===== src/rtl/zvs_mul.sv =====
module zvs_mul (
    input  logic        i_clk,
    input  logic [63:0] i_a,
    input  logic [18:0] i_b,
    output logic [63:0] o_prod
);
    logic [50:0] r_plo;
    logic [31:0] r_phi;
    logic [63:0] r_prod;

    // product modulo 2^64 from two 32 x 19 partials
    always_ff @(posedge i_clk) begin
        r_plo  <= 51'(i_a[31:0]) * 51'(i_b);
        r_phi  <= i_a[63:32] * 32'(i_b);
        r_prod <= 64'(r_plo) + {r_phi, 32'd0};
    end

    assign o_prod = r_prod;

endmodule


===== config.mk =====
export PLATFORM = sky130hd
export DESIGN_NAME = zvs_mul
export DESIGN_NICKNAME = d
export VERILOG_FILES = /design/src/rtl/zvs_mul.sv
export SDC_FILE = /design/constraint.sdc
export NUM_CORES = 2
export LEC_CHECK = 0
export BUFFER_PORTS_ARGS = -buffer_cell sky130_fd_sc_hd__buf_4
export CORE_ASPECT_RATIO = 1.25
export CORE_MARGIN = 5
export CORE_UTILIZATION = 31
export DETAILED_ROUTE_END_ITERATION = 8
export PLACE_DENSITY_LB_ADDON = 0.2
export SYNTH_ARGS = -nofsm -noshare
export SYNTH_HDL_FRONTEND = slang
export SYNTH_SLANG_ARGS = --single-unit

===== constraint.sdc =====
create_clock -name i_clk -period 8.7 [get_ports i_clk]
set_input_delay 1.305 -clock i_clk [delete_from_list [all_inputs] [get_ports i_clk]]
set_output_delay 1.305 -clock i_clk [all_outputs]
set_load 0.01 [all_outputs]

==> run metrics <==
outcome completed; post-synthesis async set-or-reset flop share 0; postcts setup bufs 0; Routed wire per std cell about 19 µm; drt pass-1 iters 5; count leader, synth inv_1; vias in the first global route approximately 30000; htree depth 4; Primary FF master, synth dfxtp_1; FF+latch count, synth 147; Netlist cell types 69; Slew Limit Fails 0; Post-Syn Area 36400 µm²; CP max FO 47; Clock Latency Late Sink around 0.52 ns; RSZ-0062 raised after global routing no; EDFF count, synth 0; Buf/Inv on CP 4; kind of critical path in -> reg; die area 124000 µm²; GPL Wtd Cong 0.816; Mapped Cells between 4000 and 5000; Starting DRT DRC Count around 1100; core area 117000 µm²; post-route setup TNS 0 ns; Initial Util 0.312; Min-Delay Path Class reg -> reg; Total GRT Usage 0.181; crit share post-route 0.851; Max-slew headroom 0.542; Synth top cells by count inv_1, fa_1, nand2_1, and2_1, ha_1; Slew @ Worst Pin 0.682 ns; fmax ~140 MHz; clock tree buffer depth 2; clock skew 0.0291 ns; YS warnings 0; I/O pins 148; # clock sinks approximately 150; Area contributors post-synth fa_1, inv_1, dfxtp_1; DRT antenna net count 0; Die X approximately 320 µm; mean area per synthesized cell between 8 and 9 µm²; number of buffers created by CTS 17; CP peak stage delay 0.64 ns; Final min period 7.40 ns; clk slew on worst S/H paths about 0.080 ns; Cell Chain, Critical Path buf_4 -> nand2_1 -> fa_1 -> inv_1 -> fa_1 -> fa_1 -> fa_1 -> inv_1 -> fa_1 -> inv_1 -> fa_1 -> ha_1 -> a21oi_1 -> o221ai_1 -> a2111oi_0 -> nor4_1 -> a21oi_1 -> a31oi_1 -> or4b_1 -> nand3_1; vias per cell 4.58; total gr overflow 0; net count after synthesis 5262; final setup fails 0; Synth top area share 0.470; DRC viols 0; PostCTS Resize Cnt 0; # port buffers 147; number of max-cap violations 0; final WL 108000 µm; crit-path most repeated cell fa_1; num rows 140; CP delay by family, top adder cells; DP HPWL around 86000 µm; hold_buf cts 0; DR vias roughly 26000; clock root buffer clkbuf_16; CP Launch Type input port; fin util 0.339; initial antenna violation count 4; CTS tree yes; CP Data Required Time about 9.2 ns; Nets 5267; largest net degree at the start of global routing 48; share of layout cells above drive strength 1 0.0571; crit path DAT 7.87 ns; Critical Path Sink Type flop; Chip Height a little under 400 µm; cell accounting for the most synthesized area fa_1; Slowest-stage cell, CP a2111oi_0; sequential share of the synthesized area 0.0809; first-pass GRT wire length 171000 µm; Synth-to-Final Area Change 8.82%; Final Hold Vio Count 0
## cells by family after synthesis
kind of cell               count (synthesis)  share of synthesized area
muxes                                      1                   0.000275
buffers and inverters                   1228                      0.127
DFF                                      147                     0.0809
adders and majority gates               1084                      0.549
xor gates and xnor gates                 127                     0.0306
and+or+nand+nor                         1269                      0.168
AOI/OAI and AO/OA                        238                     0.0438
## placed cells by master (no fill, tap or decap), types with 3 or more instances in the layout
cell	instances
inv_1	1033
a21oi_1	71
a211oi_1	10
xor2_1	37
or3_1	3
and2_1	432
ha_1	230
nand4_1	8
nor2b_1	16
and3_1	8
nand2b_1	7
a41o_1	3
fa_1	854
nand3_1	17
buf_4	178
or2_2	4
o21ai_0	41
buf_12	3
a31oi_1	12
dfxtp_1	147
inv_8	4
nor3_1	22
o21bai_1	12
xnor2_1	90
o211ai_1	8
o21a_1	14
nor2_1	60
nor3b_1	4
clkinv_8	6
nor4_1	3
a21o_1	22
nand2_1	669
a311o_1	5
clkbuf_16	17
a211o_1	7
## area by class of cell
type	count	area [µm²]
fill	12500	77100
inverter	1033	3880
clock buffer	17	425
antenna	1	2.50
timing repair buffer	181	1400
sequential	147	2940
tap	1562	1950
clock inverter	15	184
multi-input combinational	2719	28800
## registers in the layout (all words and copies together), names as in the netlist
| signal | flops |
|---|---|
| r_plo | 51 |
| r_phi | 32 |
| o_prod | 64 |
## per-stage QoR
step | std cells | worst slack [ns] | area [µm²] | hold WS, ns
floorplan | 4094 | 1.47 | 36400 | 0.310
global placement | 5642 | 0.823 | 39000 | 0.311
detailed placement | 5642 | 0.691 | 39000 | 0.312
CTS | 5674 | 1.30 | 39600 | 0.329
global route | 5675 | 0.860 | 39600 | 0.333
finish | 5675 | 1.30 | 39600 | 0.326
## path summary, 6_finish.rpt
| check | start | endpoint | slack, ns | depth (start not counted) |
|---|---|---|---|---|
| max | i_b[7] | r_phi[30]$_DFF_P_ | 1.30 | 20 |
| min | r_plo[23]$_DFF_P_ | o_prod[23]$_DFF_P_ | 0.33 | 0 |
| max reg2reg | r_plo[32]$_DFF_P_ | o_prod[56]$_DFF_P_ | 5.40 | 11 |
| min reg2reg | r_plo[23]$_DFF_P_ | o_prod[23]$_DFF_P_ | 0.33 | 0 |
## layer usage
| metal | global-route usage | wire length [µm] |
|---|---|---|
| met1 | 0.214 | 43100 |
| met2 | 0.336 | 56800 |
| met3 | 0.0179 | 2990 |
| met4 | 0.0717 | 4610 |
| met5 | 0 | 0 |
Power is not shown: default switching activity piles up to over one toggle a cycle in this logic, so the estimate is an artifact.
