==> config.mk <==
export PLATFORM = sky130hd
export DESIGN_NAME = zvs_cfg
export DESIGN_NICKNAME = d
export VERILOG_FILES = /design/src/rtl/zvs_pkg.sv /design/src/rtl/zvs_cfg.sv
export SDC_FILE = /design/constraint.sdc
export NUM_CORES = 1
export LEC_CHECK = 0
export ABC_AREA = 1
export BUFFER_PORTS_ARGS = -buffer_cell sky130_fd_sc_hd__buf_2
export CORE_MARGIN = 2
export CORE_UTILIZATION = 45
export CTS_CLUSTER_DIAMETER = 50
export DETAILED_ROUTE_END_ITERATION = 7
export PLACE_DENSITY_LB_ADDON = 0.2
export SYNTH_ARGS = -nofsm -noshare
export SYNTH_HDL_FRONTEND = slang
export SYNTH_SLANG_ARGS = --single-unit
==> constraint.sdc <==
create_clock -name i_clk -period 2 [get_ports i_clk]
set_input_delay 0.4 -clock i_clk [delete_from_list [all_inputs] [get_ports i_clk]]
set_output_delay 0.4 -clock i_clk [all_outputs]
set_load 0.01 [all_outputs]
==> src/rtl/zvs_pkg.sv <==
package zvs_pkg;

    localparam int APB_AW = 4;

    localparam logic OP_UPDATE = 1'b0;
    localparam logic OP_EVAL   = 1'b1;

    localparam logic [4:0]  ZONES_IN_USE_RST = 5'd6;
    localparam logic [18:0] CHUNKS_RST       = 19'd1;
    localparam logic [4:0]  THRESHOLD_RST    = 5'd1;

    localparam logic [63:0] SUM_ALL_ONES = 64'hFFFF_FFFF_FFFF_FFFF;

    typedef enum logic [1:0] {
        CFG_ZONES_IN_USE = 2'd0,
        CFG_CHUNKS       = 2'd1,
        CFG_THRESHOLD    = 2'd2
    } t_cfg_idx;

    typedef enum logic [1:0] {
        S_IDLE,
        S_SCAN,
        S_DEC,
        S_EVICT
    } t_state;

    typedef struct packed {
        logic        opcode;
        logic [3:0]  zone_id;
        logic [63:0] age_sum;
        logic        zone_full;
        logic [63:0] now_time;
    } t_req;

    typedef struct packed {
        logic       evicting;
        logic [3:0] victim_zone;
        logic       slot_valid;
        logic [4:0] free_zones;
        logic       last;
    } t_rsp;

    typedef struct packed {
        logic [4:0]  zones_in_use;
        logic [18:0] zone_chunks;
        logic [4:0]  free_zone_threshold;
    } t_cfg;

    typedef struct packed {
        logic clear;
        logic insert;
    } t_slot_ctl;

endpackage

==> src/rtl/zvs_cfg.sv <==
module zvs_cfg (
    input  logic                        i_clk,
    input  logic                        i_rst_n,
    input  logic                        psel,
    input  logic                        penable,
    input  logic                        pwrite,
    input  logic [zvs_pkg::APB_AW-1:0]  paddr,
    input  logic [31:0]                 pwdata,
    output logic [31:0]                 prdata,
    output logic                        pready,
    output zvs_pkg::t_cfg               o_cfg
);
    import zvs_pkg::*;

    t_cfg     r_cfg;
    t_cfg_idx idx;
    logic     wr;

    assign idx    = t_cfg_idx'(paddr[APB_AW-1:2]);
    assign wr     = psel && penable && pwrite;
    assign pready = 1'b1;
    assign o_cfg  = r_cfg;

    always_ff @(posedge i_clk) begin
        if (!i_rst_n) begin
            r_cfg.zones_in_use        <= ZONES_IN_USE_RST;
            r_cfg.zone_chunks         <= CHUNKS_RST;
            r_cfg.free_zone_threshold <= THRESHOLD_RST;
        end else if (wr) begin
            case (idx)
                CFG_ZONES_IN_USE: r_cfg.zones_in_use        <= pwdata[4:0];
                CFG_CHUNKS:       r_cfg.zone_chunks         <= pwdata[18:0];
                CFG_THRESHOLD:    r_cfg.free_zone_threshold <= pwdata[4:0];
                default: ;
            endcase
        end
    end

    always_comb begin
        case (idx)
            CFG_ZONES_IN_USE: prdata = 32'(r_cfg.zones_in_use);
            CFG_CHUNKS:       prdata = 32'(r_cfg.zone_chunks);
            CFG_THRESHOLD:    prdata = 32'(r_cfg.free_zone_threshold);
            default:          prdata = '0;
        endcase
    end

endmodule

==> results of run 1 <==
==> power by group through the flow <==
stage	clock network, µW	registers [µW]	logic, µW
4_1_cts	511	599	170
2_1_floorplan	0	618	123
3_3_place_gp	0	612	168
6_report	498	599	168
3_5_place_dp	0	612	169
5_1_grt	545	601	191
==> worst max-delay path: cells and delay by family <==
family	cells	cell delay [ns]
AND/OR/NAND/NOR	3	0.45
buffers and inverters	3	0.36
==> how the worst max path moves through the flow <==
stage	slack (ns)	to
6_report	0.39	prdata[4]
3_5_place_dp	0.39	prdata[4]
4_1_cts	0.39	prdata[4]
5_1_grt	0.31	prdata[4]
3_3_place_gp	0.38	prdata[2]
2_1_floorplan	0.70	prdata[10]
==> stage by stage <==
step	hold slack [ns]	worst slack, ns	power, µW
2_1_floorplan	0.502	0.704	740
3_3_place_gp	0.473	0.385	779
3_5_place_dp	0.473	0.394	782
4_1_cts	0.290	0.391	1280
5_1_grt	0.305	0.314	1340
6_report	0.305	0.386	1260
==> per-layer routing <==
| metal | global-route usage (%) | vias up |
|---|---|---|
| met2 | 31.1 | 56 |
| met5 | 0 | - |
| met1 | 23.2 | 654 |
| met4 | 7.50 | 0 |
| li1 | - | 855 |
| met3 | 5.89 | 6 |
==> final cells by class <==
type,count,area (µm²),share of cell area (%)
Sequential cell,29,581,29.3
Timing Repair Buffer,75,380,19.2
Multi-Input combinational cell,173,739,37.4
Clock inverter,1,30.0,1.52
Inverter,36,135,6.83
Clock buffer,7,55.1,2.78
Tap cell,46,57.6,2.91
==> layout by cell type (no fill, tap or decap), drive strengths merged <==
cell and count:
nand3 35, conb 14, clkbuf 7, o21ai 2
nand2 51, nor2 71, buf 75, inv 36
bufinv 1, dfxtp 29
==> kinds of logic (layout without fill, tap and decap cells) <==
kind of cell | after synthesis | count (layout)
buf+inv | 59 | 119
flops | 29 | 29
other cells | 2 | 14
compound gates | 2 | 2
simple gates | 157 | 157
==> metrics.yaml, run 1 <==
placement:
  dp.cells: 359
  place_congestion: 0.780
  post_dp_cell_area_mm2: 0.00189
  hpwl_um: 2560
  portBuffers: 73
yosys:
  synthXorXnorAreaFrac_pct: 0
  synthMuxAreaShare_pct: 0
  ys_warn_count: 0
  synth.avg_cell_area_um2: 6.32
  yosysMostFrequentCell: "nor2_1"
  yosysSeqAreaShare_pct: 36.9
  yosys.area_share.simple_pct: 43.0
  synth_edf_count: 0
  synth_top_family_by_area: "simple AND/OR/NAND/NOR gates"
  synthTopCellsByArea: "dfxtp_1 37%, nor2_1 16%, nand2_1 12%"
  synth_top_flop_cell: "dfxtp_1"
  yosys.area.top_type: "dfxtp_1"
  ys_types: 18
  synth_compound_area_share_pct: 0.636
  async_reset_ff_share_pct: 0
  synth_area_mm2: 0.00157
  netlist_instances: 249
  synth.top_cell.area_share_pct: 36.9
  synthAdderAreaFrac_pct: 0
  netlist_top_cells_count: "66 x nor2_1, 50 x nand2_1, 34 x inv_1, 34 x nand3_1, 29 x dfxtp_1"
  synth_seq_cells: 29
worst_hold_path:
  min_to: "o_cfg[26]$_SDFFE_PN1P_"
  hp-start: "pwdata[2]"
  worst_hold_path_type: "in -> reg"
  hold_depth: 3
timing:
  slew_headroom_pct: 64.1
  finalSetupViolCount: 0
  final-hold-violation-count: 0
  rsz0062_at_grt: "false"
  clock_skew_ns: 0
  slew_violations: 0
  fin_crit_ns: 1.61
  fmax_ghz: 0.620
  fin_setup_tns_ns: 0
  fin_crit_sh_pct: 80.7
  tightestPinTransition_ns: 0.538
pwr:
  swShare_pct: 25.0
  power.net_switching_uw: 317
  pwr-share-seq_pct: 47.3
  power_frac_comb_pct: 13.3
  p_leak_uw: 0.00109
  p_per_area_mw_per_mm2: 639
  power.share.clock_pct: 39.4
  p_int_uw: 948
  ir_drop_mv: 0.343
global_route:
  grt_antenna_before_repair: 0
  grt_pass1_wl_um: 6030
  grt_max_degree: 30
  grt_pass1_vias: 1385
  grt-ovfl-total: 0
  grt_use_total_pct: 19.0
worst_setup_path:
  crit_required_ns: 1.60
  r2r-end: "o_cfg[0]$_SDFFE_PN1P_"
  cp_max_fo: 12
  reg2regPathDepth: 2
  crit_path_start_kind: "input pin"
  crit_path_start: "paddr[2]"
  end_kind: "primary output"
  rrSetupSlack_ns: 1.39
  cpPeakStageDelay_ns: 0.23
  critPathKind: "in -> out"
  crit_arrival_ns: 1.21
  path_cells: "buf_2 -> inv_2 -> nor2_4 -> nand2_1 -> nand3_1 -> buf_2"
  r2r-start: "o_cfg[0]$_SDFFE_PN1P_"
  critPathSlowestCell: "nor2_4"
  crit_path_frequent_cell: "buf_2"
clock_network:
  cts.sink_count: 29
  htreeDepth: 2
  cts.repair.resized: 0
  clkTransAtPathRegs_ns: 0.10
  ctsRootBufferMaster: "clkbuf_4"
  post-cts-setup-buffers: 0
  cts_made_buffers: 5
  cts_hold_buf: 0
  clockBufferDepth: 2
  clock_latency_ns: 0.31
  cts_tree: "yes"
route:
  post_drt_wl_per_cell_um: 9.63
  routed_wl_um: 3530
  wl_met1_um: 1630
  highest_layer: "met4"
  ant_nets: 0
  route.met2.wl_um: 1610
  wl_met3_um: 242
  drtPass1Iterations: 4
  drt-initial-drc-count: 63
  dr_total_vias: 1571
  via_per_inst: 4.28
  drc: 0
die:
  coreArea_mm2: 0.00334
  io_pins: 103
  dieArea_mm2: 0.00398
  initial_core_util_pct: 47.1
  die_h_um: 63.1
  die_width_um: 63.1
  placementRows: 21
layout:
  fin_util_pct: 59.3
  nNetsFinal: 361
  final_cells: 367
  syn_to_final_growth_pct: 25.8
  drive_gt1_share_pct: 28.3
  design_area_mm2: 0.00198
  num_antenna_cells: 0
  final.fill_count: 364
  largest_register_ffs: 29
job:
  max-cap-violations: 0
status:
  status: "complete, no violations"
No activity file was read; power rests on OpenSTA's default activity.
==> inputs of run 2 (changes only) <==
CORE_UTILIZATION = 42   (was 45)
clock period = 1.5 ns   (was 2 ns; I/O delays follow)
==> run 2 against run 1 <==
- flip-flop and latch count is the same
- non-clock buffer count up 2
- power up 38%
- first-iteration DRC count fell by 16%
- combinational power up 40%
- clock power rose by 44%
- routed wire length grew 7.1%
- sequential share of layout area is 0.72 points lower
- critical path depth unchanged
- setup slack worse by 0.26 ns
==> metrics.yaml, run 2 (synthesis gave the netlist of run 1 again) <==
global_route:
  grt-ovfl-total: 0
  grt_pass1_vias: 1315
  grt_pass1_wl_um: 6000
  met3_usage_pct: 4.28
  grt_util_met2_pct: 30.2
  grt_use_total_pct: 18.4
  busiest_layer: "met2"
  grt_max_degree: 30
  grt_antenna_before_repair: 0
  met1_usage_pct: 22.3
worst_hold_path:
  worst_hold_path_type: "in -> reg"
  hold_depth: 3
timing:
  fmax_ghz: 0.726
  final-hold-violation-count: 0
  slew_violations: 0
  fin_setup_tns_ns: 0
  slew_headroom_pct: 65.1
  rsz0062_at_grt: "false"
  tightestPinTransition_ns: 0.524
  worst_slack_ns: 0.123
  finalSetupViolCount: 0
  fin_crit_ns: 1.38
  fin_crit_sh_pct: 91.8
  clock_skew_ns: 0
layout:
  syn_to_final_growth_pct: 29.0
  drive_gt1_share_pct: 29.3
  largest_register_ffs: 29
  num_antenna_cells: 0
  final_cell_mix: "73 x buf_2, 66 x nor2_1, 50 x nand2_1"
  nNetsFinal: 364
  design_area_mm2: 0.00203
  ff_latch_area_um2: 581
  mostFrequentLayoutCell: "buf_2"
  multiInputGateArea_um2: 756
  final.fill_count: 394
clock_network:
  cts_tree: "yes"
  cts.sink_count: 29
  htreeDepth: 2
  clockBufferDepth: 2
  clkTransAtPathRegs_ns: 0.06
  ctsRootBufferMaster: "clkbuf_8"
  cts_made_buffers: 5
  clock_latency_ns: 0.28
placement:
  portBuffers: 73
  place_congestion: 0.820
  hpwl_um: 2640
  place_ws_ns: 0.100
  post_dp_cell_area_mm2: 0.00190
route:
  drc: 0
  ant_nets: 0
  drtPass1Iterations: 4
  via_per_inst: 4.34
  dr_total_vias: 1615
  post_drt_wl_per_cell_um: 10.2
  drt-initial-drc-count: 53
  routed_wl_um: 3790
worst_setup_path:
  crit_path_start_kind: "input pin"
  end_kind: "primary output"
  critPathKind: "in -> out"
  reg2regPathDepth: 2
  crit_required_ns: 1.20
  rrSetupSlack_ns: 0.89
  cp_max_fo: 5
  crit_arrival_ns: 1.08
pwr:
  p_per_area_mw_per_mm2: 863
  p_leak_uw: 0.00112
  ir_drop_mv: 0.583
die:
  io_pins: 103
  die_width_um: 65.2
  dieArea_mm2: 0.00425
  placementRows: 22
  initial_core_util_pct: 43.3
  die_h_um: 65.2
  coreArea_mm2: 0.00363
status:
  status: "complete, no violations"
job:
  max-cap-violations: 0
==> run 2: area by class of cell <==
class | count | area share, %
multi-input combinational | 174 | 37.3
sequential | 29 | 28.6
timing repair buffer | 77 | 19.5
inverter | 36 | 6.66
clock buffer | 7 | 4.75
tap | 48 | 2.96
clock inverter | 1 | 0.247
==> run 2: per-stage QoR <==
step           total power [µW]  std cells  hold WS, ns  util [%]
6_report                   1750        372        0.245      55.8
5_1_grt                    1840        372        0.249      55.8
4_1_cts                    1770        370        0.236      55.2
3_5_place_dp               1040        362        0.480      52.4
3_3_place_gp               1040        362        0.475      52.4
2_1_floorplan               987        261        0.426         -
==> run 2: worst paths after layout <==
| check | from | end |
|---|---|---|
| worst min-delay path | pwdata[2] | o_cfg[26]$_SDFFE_PN1P_ |
| worst max-delay path | paddr[2] | prdata[2] |
| worst min register to register | o_cfg[26]$_SDFFE_PN1P_ | o_cfg[26]$_SDFFE_PN1P_ |
| worst max register to register | o_cfg[0]$_SDFFE_PN1P_ | o_cfg[0]$_SDFFE_PN1P_ |
==> run 2: power breakdown <==
part           switching [µW]  internal (µW)  total [µW]
logic                     151           85.0         236
clock network             301            414         715
registers                12.3            787         800
==> run 2: what timing repair did <==
action / in CTS / in global routing
endpoints found under the setup margin: 0 / 1
hold endpoints to repair: 0 / 0
gates resized for setup: 0 / 2
buffers inserted: 0 / 1
hold buffers: 0 / 0
==> run 2: routing by layer <==
layer	part of all wire [%]	vias up
met1	46	677
met3	8.2	10
met4	2.2	0
met2	44	64
met5	0	-
li1	-	864
==> run 2: critical path: stages <==
cell and delay, ns:
buf_2 0.18, inv_2 0.10, nor2_4 0.18, nand2_1 0.10, nand3_1 0.09, buf_2 0.13
