===== src/rtl/zvs_pkg.sv =====
package zvs_pkg;

    localparam int APB_AW = 4;

    localparam logic OP_UPDATE = 1'b0;
    localparam logic OP_EVAL   = 1'b1;

    localparam logic [4:0]  ZONES_IN_USE_RST = 5'd6;
    localparam logic [18:0] CHUNKS_RST       = 19'd1;
    localparam logic [4:0]  THRESHOLD_RST    = 5'd1;

    localparam logic [63:0] SUM_ALL_ONES = 64'hFFFF_FFFF_FFFF_FFFF;

    typedef enum logic [1:0] {
        CFG_ZONES_IN_USE = 2'd0,
        CFG_CHUNKS       = 2'd1,
        CFG_THRESHOLD    = 2'd2
    } t_cfg_idx;

    typedef enum logic [1:0] {
        S_IDLE,
        S_SCAN,
        S_DEC,
        S_EVICT
    } t_state;

    typedef struct packed {
        logic        opcode;
        logic [3:0]  zone_id;
        logic [63:0] age_sum;
        logic        zone_full;
        logic [63:0] now_time;
    } t_req;

    typedef struct packed {
        logic       evicting;
        logic [3:0] victim_zone;
        logic       slot_valid;
        logic [4:0] free_zones;
        logic       last;
    } t_rsp;

    typedef struct packed {
        logic [4:0]  zones_in_use;
        logic [18:0] zone_chunks;
        logic [4:0]  free_zone_threshold;
    } t_cfg;

    typedef struct packed {
        logic clear;
        logic insert;
    } t_slot_ctl;

endpackage


===== src/rtl/zvs_slot_bank.sv =====
module zvs_slot_bank #(
    parameter int SLOTS = 8,
    parameter int ZW    = 4,
    parameter int SW    = 3
) (
    input  logic                 i_clk,
    input  logic                 i_rst_n,
    input  zvs_pkg::t_slot_ctl   i_ctl,
    input  logic [63:0]          i_sum,
    input  logic [ZW-1:0]        i_zone,
    input  logic [SW-1:0]        i_rd_idx,
    output logic                 o_rd_filled,
    output logic [ZW-1:0]        o_rd_zone
);
    import zvs_pkg::*;

    logic [63:0]      r_val  [SLOTS];
    logic [ZW-1:0]    r_zone [SLOTS];
    logic [SLOTS-1:0] r_gt   [SLOTS];
    logic [SLOTS-1:0] r_fill;

    logic [SLOTS-1:0] lt;
    logic [SLOTS-1:0] gtv;
    logic [SLOTS-1:0] is_max;
    logic [SW-1:0]    big;
    logic             take;

    // r_gt[t][s] holds slot t value above slot s value
    always_comb begin
        for (int t = 0; t < SLOTS; t++) begin
            lt[t]  = i_sum < r_val[t];
            gtv[t] = i_sum > r_val[t];
        end
        for (int s = 0; s < SLOTS; s++) begin
            is_max[s] = 1'b1;
            for (int t = 0; t < SLOTS; t++) begin
                if (r_gt[t][s]) begin
                    is_max[s] = 1'b0;
                end
            end
        end
        big = '0;
        for (int s = SLOTS - 1; s >= 0; s--) begin
            if (is_max[s]) begin
                big = SW'(s);
            end
        end
        take = !r_fill[big] || lt[big];
    end

    always_ff @(posedge i_clk) begin
        if (i_ctl.clear) begin
            for (int s = 0; s < SLOTS; s++) begin
                r_val[s] <= SUM_ALL_ONES;
                r_gt[s]  <= '0;
            end
        end else if (i_ctl.insert && take) begin
            r_val[big]  <= i_sum;
            r_zone[big] <= i_zone;
            for (int t = 0; t < SLOTS; t++) begin
                if (SW'(t) == big) begin
                    r_gt[t][t] <= 1'b0;
                end else begin
                    r_gt[big][t] <= gtv[t];
                    r_gt[t][big] <= lt[t];
                end
            end
        end
    end

    always_ff @(posedge i_clk) begin
        if (!i_rst_n) begin
            r_fill <= '0;
        end else if (i_ctl.clear) begin
            r_fill <= '0;
        end else if (i_ctl.insert && take) begin
            r_fill[big] <= 1'b1;
        end
    end

    assign o_rd_filled = r_fill[i_rd_idx];
    assign o_rd_zone   = r_zone[i_rd_idx];

endmodule


===== config.mk =====
export PLATFORM = sky130hd
export DESIGN_NAME = zvs_slot_bank
export DESIGN_NICKNAME = d
export VERILOG_FILES = /design/src/rtl/zvs_pkg.sv /design/src/rtl/zvs_slot_bank.sv
export SDC_FILE = /design/constraint.sdc
export NUM_CORES = 1
export LEC_CHECK = 0
export BUFFER_PORTS_ARGS = -buffer_cell sky130_fd_sc_hd__buf_2
export CAP_MARGIN = 10
export CORE_MARGIN = 3
export CORE_UTILIZATION = 50
export DETAILED_ROUTE_END_ITERATION = 7
export PLACE_DENSITY = 0.66
export SYNTH_ARGS = -nofsm -noshare
export SYNTH_HDL_FRONTEND = slang
export SYNTH_SLANG_ARGS = --single-unit

===== constraint.sdc =====
create_clock -name i_clk -period 13.5 [get_ports i_clk]
set_input_delay 2.7 -clock i_clk [delete_from_list [all_inputs] [get_ports i_clk]]
set_output_delay 2.7 -clock i_clk [all_outputs]
set_load 0.005 [all_outputs]

==> results_dict.tcl, run 1 <==
set metrics [dict create \
    run_status "finished, final reports clean" \
    setup.worst_path.start_class "input port" \
    synth_seq_area_share_pct 50.04 \
    synth_largest_area_cell "sky130_fd_sc_hd__edfxtp_1" \
    detail_route.drc_violations 0 \
    ys_types 68 \
    slew_viol_final 0 \
    yosysMostFrequentCell "sky130_fd_sc_hd__edfxtp_1" \
    die_y_um 277.3 \
    area_growth_synth_to_finish_pct 10.18 \
    cts_repair_resize_count 0 \
    critical_path_class "in2reg" \
    post-cts-setup-buffer-count 0 \
    timing_worst_slew_pin_value_ns 1.307 \
    global_route.overflow_total 0 \
    rsz0062_at_grt "no" \
    timing.critical_path.depth 12 \
    timing.critical_path.max_delay_family "simple AND/OR/NAND/NOR gates" \
    groute.usage.overall_pct 24.67 \
    number_of_warnings_printed_during_yosys_synthesis 0 \
    crit_path_top_delay_cell "sky130_fd_sc_hd__nor4_1" \
    fp.coreArea_um2 72220 \
    reg2reg_depth 12 \
    detail-route-antenna-nets 0 \
    nets 4015 \
    net-switching-power_uw 1047 \
    vias 25350 \
    class_of_the_tightest_hold_or_removal_check "reg2reg" \
    multiInputGateArea_um2 16090 \
    ff_latch_area_um2 18420 \
    core.rowCount 98 \
    cts_buffers 73 \
    postLayoutCellArea_um2 40550 \
    drt-met1-wl_mm 41.07 \
    clock-skew-final_ns 0.02201 \
    ios 80 \
    via_cell_ratio 5.721 \
    netlist_top_cells_area "sky130_fd_sc_hd__edfxtp_1 (50%), sky130_fd_sc_hd__ha_1 (17%), sky130_fd_sc_hd__inv_1 (5.5%)" \
    vias_in_the_first_global_route 25600 \
    layout_utilization_pct 56.14 \
    max_clock_freq_mhz 122.3 \
    place.port_buffers 79 \
    ctsHoldBuffers 0 \
    setup_total_negative_slack_ns 0 \
    crit_chain "buf_2 > ha_1 > nand4_1 > nor4_1 > nand4_1 > nor2_1 > a211oi_1 > nand3_1 > o2111ai_2 > o21ai_4 > buf_4 > inv_1" \
    cts_buffer_depth 3 \
    clk_pin_slew_worst_paths_ns 0.06 \
    grt_start_max_net_pins 77 \
    p_comb_share_pct 8.0 \
    design.die.area_um2 76900 \
    synth_async_sr_flop_share_pct 0 \
    totalWireLength_mm 95.87 \
    ctsHtreeMaxLevel 3 \
    power.share.sequential_pct 49.2 \
    cell_area_synth_um2 36800 \
    post_dp_cell_area_um2 38280 \
    met3_length_mm 5.900 \
    gp_routability_congestion 0.8949 \
    drive_above_1_share_pct 14.54 \
    final.period_utilization_pct 60.54 \
    synth_edf_count 608 \
    power_frac_clock_pct 42.8 \
    worst_ep_arrival_time_ns 8.48 \
    min_path_cells 2 \
    synth_commonest_cells "sky130_fd_sc_hd__edfxtp_1 (608), sky130_fd_sc_hd__inv_1 (539), sky130_fd_sc_hd__ha_1 (512)" \
    power_per_cell_area_nw_per_um2 108.0 \
    clock_insertion_delay_worst_skew_ns 0.61 \
    setup_viol 0 \
    post_synth.cell_area_avg_um2 11.06 \
    maxCapViolations 0 \
    internal_power_uw 3333 \
    yosys_most_used_dff "sky130_fd_sc_hd__edfxtp_1" \
    drtPass1Iterations 6 \
    post-synth-top-area-fraction_pct 49.61 \
    mean_routed_wirelength_per_cell_um 21.64 \
    floorplan.initialDensity_pct 50.96 \
    cp.required_ns 13.80 \
    synth_cells 3328 \
    fin_crit_ns 8.174 \
    timing.slew.headroom_pct 12.14 \
    wl_met2_mm 44.43 \
    maxUsedRoutingLayer "met5" \
    p_leak_uw 0.01875 \
    hold_viol_final 0 \
    cts-root-buf "sky130_fd_sc_hd__clkbuf_16" \
    postLayoutSetupSlackWorst_ns 5.326 \
    slowest_delay_ns 1.01 \
    fillerInstances 6014 \
    path_common_cell "sky130_fd_sc_hd__nand4_1" \
    hpwl_after_detailed_placement_mm 65.27 \
    place_worst_setup_slack_ns 4.649 \
    cp-end-kind "flop" \
    synth-seq-cells 616 \
    vdd.ir_drop.worst_v 0.0001354 \
    dieWidth_um 277.3 \
    cts_tree "done" \
    switch_share_pct 23.90 \
    timing.critical_path.fanout_max 45 \
    grt_antenna_before_repair 6 \
    detail_route.iter0.violations 1994 \
    critical_path.n_buffers_inverters 3 \
    grt_pass1_wl_mm 146.8 \
    cts.sinks 616 \
]
## sequential cells by signal (all words and copies together) (netlist names)
| signal | flops |
|---|---|
| r_fill | 8 |
| r_val | 512 |
| r_gt | 64 |
| r_zone | 32 |
## routing by layer
| metal | track usage (%) | vias to the layer above |
|---|---|---|
| met1 | 32.42 | 12450 |
| met3 | 4.797 | 188 |
| li1 | - | 12000 |
| met4 | 10.80 | 4 |
| met2 | 39.82 | 707 |
| met5 | 0 | - |
## path summary, 6_finish.rpt
check / startpoint / to / slack, ns
min: r_fill[0] / r_fill[0] / 0.47
max: i_sum[63] / r_zone[0][0] / 5.33
max reg2reg: r_val[0][63] / r_zone[0][0] / 7.35
min reg2reg: r_fill[0] / r_fill[0] / 0.47
## kinds of logic after synthesis
logic type	share of synthesized area [%]
flops	50.04
mux	0.7921
other cells	0.01019
fa+ha+maj	17.41
simple gates	15.72
compound gates	9.421
buf+inv	6.609
## final cells by class
cell class	instances	area share [%]
Multi-Input combinational cell	2094	39.67
Tap cell	950	2.931
Timing Repair Buffer	104	1.469
Antenna cell	2	0.01234
Sequential cell	616	45.42
Clock inverter	39	0.7653
Clock buffer	87	4.740
Inverter	539	4.990
## power by group through the flow
stage,logic (µW),registers [µW],clock network [µW]
detailed placement,348,2190,0
floorplan,192,2190,0
finish,350,2150,1880
global placement,332,2190,0
CTS,350,2150,1910
global route,389,2150,1980
## cells in the final DEF, fill, tap and decap left out, types with 75 or more instances in the layout
| master | count |
|---|---|
| sky130_fd_sc_hd__edfxtp_1 | 608 |
| sky130_fd_sc_hd__inv_1 | 537 |
| sky130_fd_sc_hd__ha_1 | 512 |
| sky130_fd_sc_hd__or2_2 | 261 |
| sky130_fd_sc_hd__or2_1 | 247 |
| sky130_fd_sc_hd__a21oi_1 | 191 |
| sky130_fd_sc_hd__nand2_1 | 139 |
| sky130_fd_sc_hd__o21ai_0 | 94 |
| sky130_fd_sc_hd__nand4_1 | 91 |
| sky130_fd_sc_hd__buf_2 | 79 |
| sky130_fd_sc_hd__clkbuf_16 | 75 |
## stage by stage
stage	hold WS, ns	cells	power [µW]
after floorplan	0.4357	3335	2386
after global placement	0.4601	4301	2523
after detailed placement	0.4630	4301	2541
after CTS	0.4713	4427	4409
after global routing	0.4812	4431	4528
final	0.4723	4431	4380
## worst min-delay path, delay by kind of cell, from the launching register on
kind / cells / cell delay [ns]
DFF: 1 / 0.33
AOI/OAI and AO/OA: 1 / 0.05
buffers and inverters: 1 / 0.05
(Power assumes the default switching activity.)
==> run 2, diff against run 1 <==
--- a/config.mk
+++ b/config.mk
@@ -10,7 +10,7 @@
 export CORE_MARGIN = 3
 export CORE_UTILIZATION = 50
 export DETAILED_ROUTE_END_ITERATION = 7
-export PLACE_DENSITY = 0.66
+export PLACE_DENSITY = 0.68
 export SYNTH_ARGS = -nofsm -noshare
 export SYNTH_HDL_FRONTEND = slang
 export SYNTH_SLANG_ARGS = --single-unit
==> constraint.sdc (replaced) <==
create_clock -name i_clk -period 6.7 [get_ports i_clk]
set_input_delay 1.34 -clock i_clk [delete_from_list [all_inputs] [get_ports i_clk]]
set_output_delay 1.34 -clock i_clk [all_outputs]
set_load 0.005 [all_outputs]
==> run 2 against run 1 <==
Highest routed layer is now met4; die area stayed put; combinational power rose by 110%; critical endpoint is now r_val[5][36]; clock skew down 0.0031 ns; sequential cell count did not move.
==> results_dict.tcl, run 2 (synthesis results as in run 1) <==
set metrics [dict create \
    vdd.ir_drop.worst_v 0.0001980 \
    grt_pass1_wl_mm 141.4 \
    ios 80 \
    ctsHoldBuffers 0 \
    drtPass1Iterations 5 \
    rsz0062_at_grt "no" \
    largest_reg_flops 512 \
    use_met2_pct 39.41 \
    setup.worst_path.start_class "input port" \
    commonest_non_fill_non_tap_cell_in_the_layout "sky130_fd_sc_hd__edfxtp_1" \
    dieWidth_um 277.3 \
    timing.critical_path.max_delay_family "simple AND/OR/NAND/NOR gates" \
    final.period_utilization_pct 88.00 \
    power_per_cell_area_nw_per_um2 215.6 \
    met1_usage_pct 31.99 \
    cts_repair_resize_count 0 \
    groute.usage.overall_pct 23.60 \
    area_growth_synth_to_finish_pct 11.42 \
    core.rowCount 98 \
    die_y_um 277.3 \
    grt_antenna_before_repair 1 \
    setup_viol 0 \
    cts_tree "done" \
    clk_pin_slew_worst_paths_ns 0.06 \
    crit_chain "buf_2 > ha_1 > nand4_1 > nor4_1 > nand2_1 > nor4_1 > o2bb2ai_1 > o211ai_1 > o2bb2ai_1 > nor2_1 > o21ai_4 > buf_4" \
    timing_worst_slew_pin_value_ns 1.122 \
    maxCapViolations 0 \
    p_leak_uw 0.01904 \
    detail_route.drc_violations 0 \
    mostFrequentLayoutCells "sky130_fd_sc_hd__edfxtp_1 (608), sky130_fd_sc_hd__inv_1 (537), sky130_fd_sc_hd__ha_1 (512)" \
    drive_above_1_share_pct 15.51 \
    max_clock_freq_mhz 169.6 \
    nets 4056 \
    slowest_delay_ns 0.98 \
    crit_path_top_delay_cell "sky130_fd_sc_hd__nor2_1" \
    place.port_buffers 79 \
    max_flop_register "r_val" \
    cts-root-buf "sky130_fd_sc_hd__clkbuf_16" \
    grt_start_max_net_pins 77 \
    worst_ep_arrival_time_ns 6.20 \
    detail-route-antenna-nets 0 \
    detail_route.iter0.violations 1838 \
    critical_path.n_buffers_inverters 2 \
    fin_crit_ns 5.896 \
    floorplan.initialDensity_pct 50.96 \
    cp.required_ns 7.00 \
    post_dp_cell_area_um2 38780 \
    timing.critical_path.fanout_max 32 \
    use_met3_pct 3.459 \
    totalWireLength_mm 90.94 \
    layoutNonFillerInstCount 4471 \
    hpwl_after_detailed_placement_mm 61.92 \
    placed_cells 4346 \
    gp_routability_congestion 0.9054 \
    postLayoutSetupSlackWorst_ns 0.8039 \
    biggestRegsByFlops "r_val: 512 flops, r_gt: 64 flops, r_zone: 32 flops" \
    global_route.overflow_total 0 \
    class_of_the_tightest_hold_or_removal_check "reg2reg" \
    setup_total_negative_slack_ns 0 \
    ctsHtreeMaxLevel 3 \
    vias 24930 \
    run_status "finished, final reports clean" \
    via_cell_ratio 5.576 \
    clock_insertion_delay_worst_skew_ns 0.62 \
    fp.coreArea_um2 72220 \
    critical_path_class "in2reg" \
    mean_routed_wirelength_per_cell_um 20.34 \
    design.die.area_um2 76900 \
    clock-skew-final_ns 0.01890 \
    postLayoutCellArea_um2 41010 \
    post-cts-setup-buffer-count 0 \
    vias_in_the_first_global_route 24620 \
    timing.slew.headroom_pct 24.90 \
    totalPowerFinal_uw 8840 \
    cp-end-kind "flop" \
    cts_buffers 71 \
    diodes 0 \
    place_worst_setup_slack_ns 0.4015 \
    slew_viol_final 0 \
    cts_buffer_depth 3 \
    cts.sinks 616 \
    grt.busiest_layer "met2" \
    hold_viol_final 0 \
]
-- run 2: final timing paths --
check                                   from      endpoint  slack, ns  cells past startpoint
worst max register to register  r_val[5][59]  r_val[5][36]       1.51                     12
worst max-delay path               i_sum[63]  r_val[5][36]       0.80                     12
worst min register to register     r_fill[0]     r_fill[0]       0.47                      2
worst min-delay path               r_fill[0]     r_fill[0]       0.47                      2
-- run 2: metal layers --
metal  up-vias  share of wire (%)
met2       701                 47
li1      12100                  -
met5         -                  0
met3       162                5.9
met4         0                3.1
met1     11970                 44
-- run 2: metrics by stage --
stage	utilization, %	hold slack, ns
6_report	56.78	0.4686
5_1_grt	56.78	0.4800
4_1_cts	56.78	0.4658
3_5_place_dp	53.69	0.4569
3_3_place_gp	53.69	0.4548
2_1_floorplan	-	0.4357
-- run 2: worst register-to-register path: cells and delay by family (launching register included) --
| kind | cells | cell delay, ns |
|---|---|---|
| AO/OA/AOI/OAI | 4 | 0.85 |
| adder cells (fa/ha/maj) | 1 | 0.30 |
| buffers and inverters | 2 | 0.37 |
| flip-flops | 1 | 0.32 |
| AND/OR/NAND/NOR | 5 | 3.01 |
-- run 2: final cells by class --
cell class                 count  area (µm²)
inverter                     539        2023
clock inverter                30       247.7
multi-input combinational   2094       16080
sequential                   616       18420
clock buffer                  95        1982
timing repair buffer         147        1069
tap                          950        1189
fill                        6106       31220
-- run 2: where the power goes --
| part | switching [µW] | total (µW) | internal [µW] |
|---|---|---|---|
| clock | 1560 | 3780 | 2230 |
| sequential | 17.9 | 4330 | 4320 |
| combinational | 504 | 725 | 221 |
| total | 2080 | 8840 | 6760 |
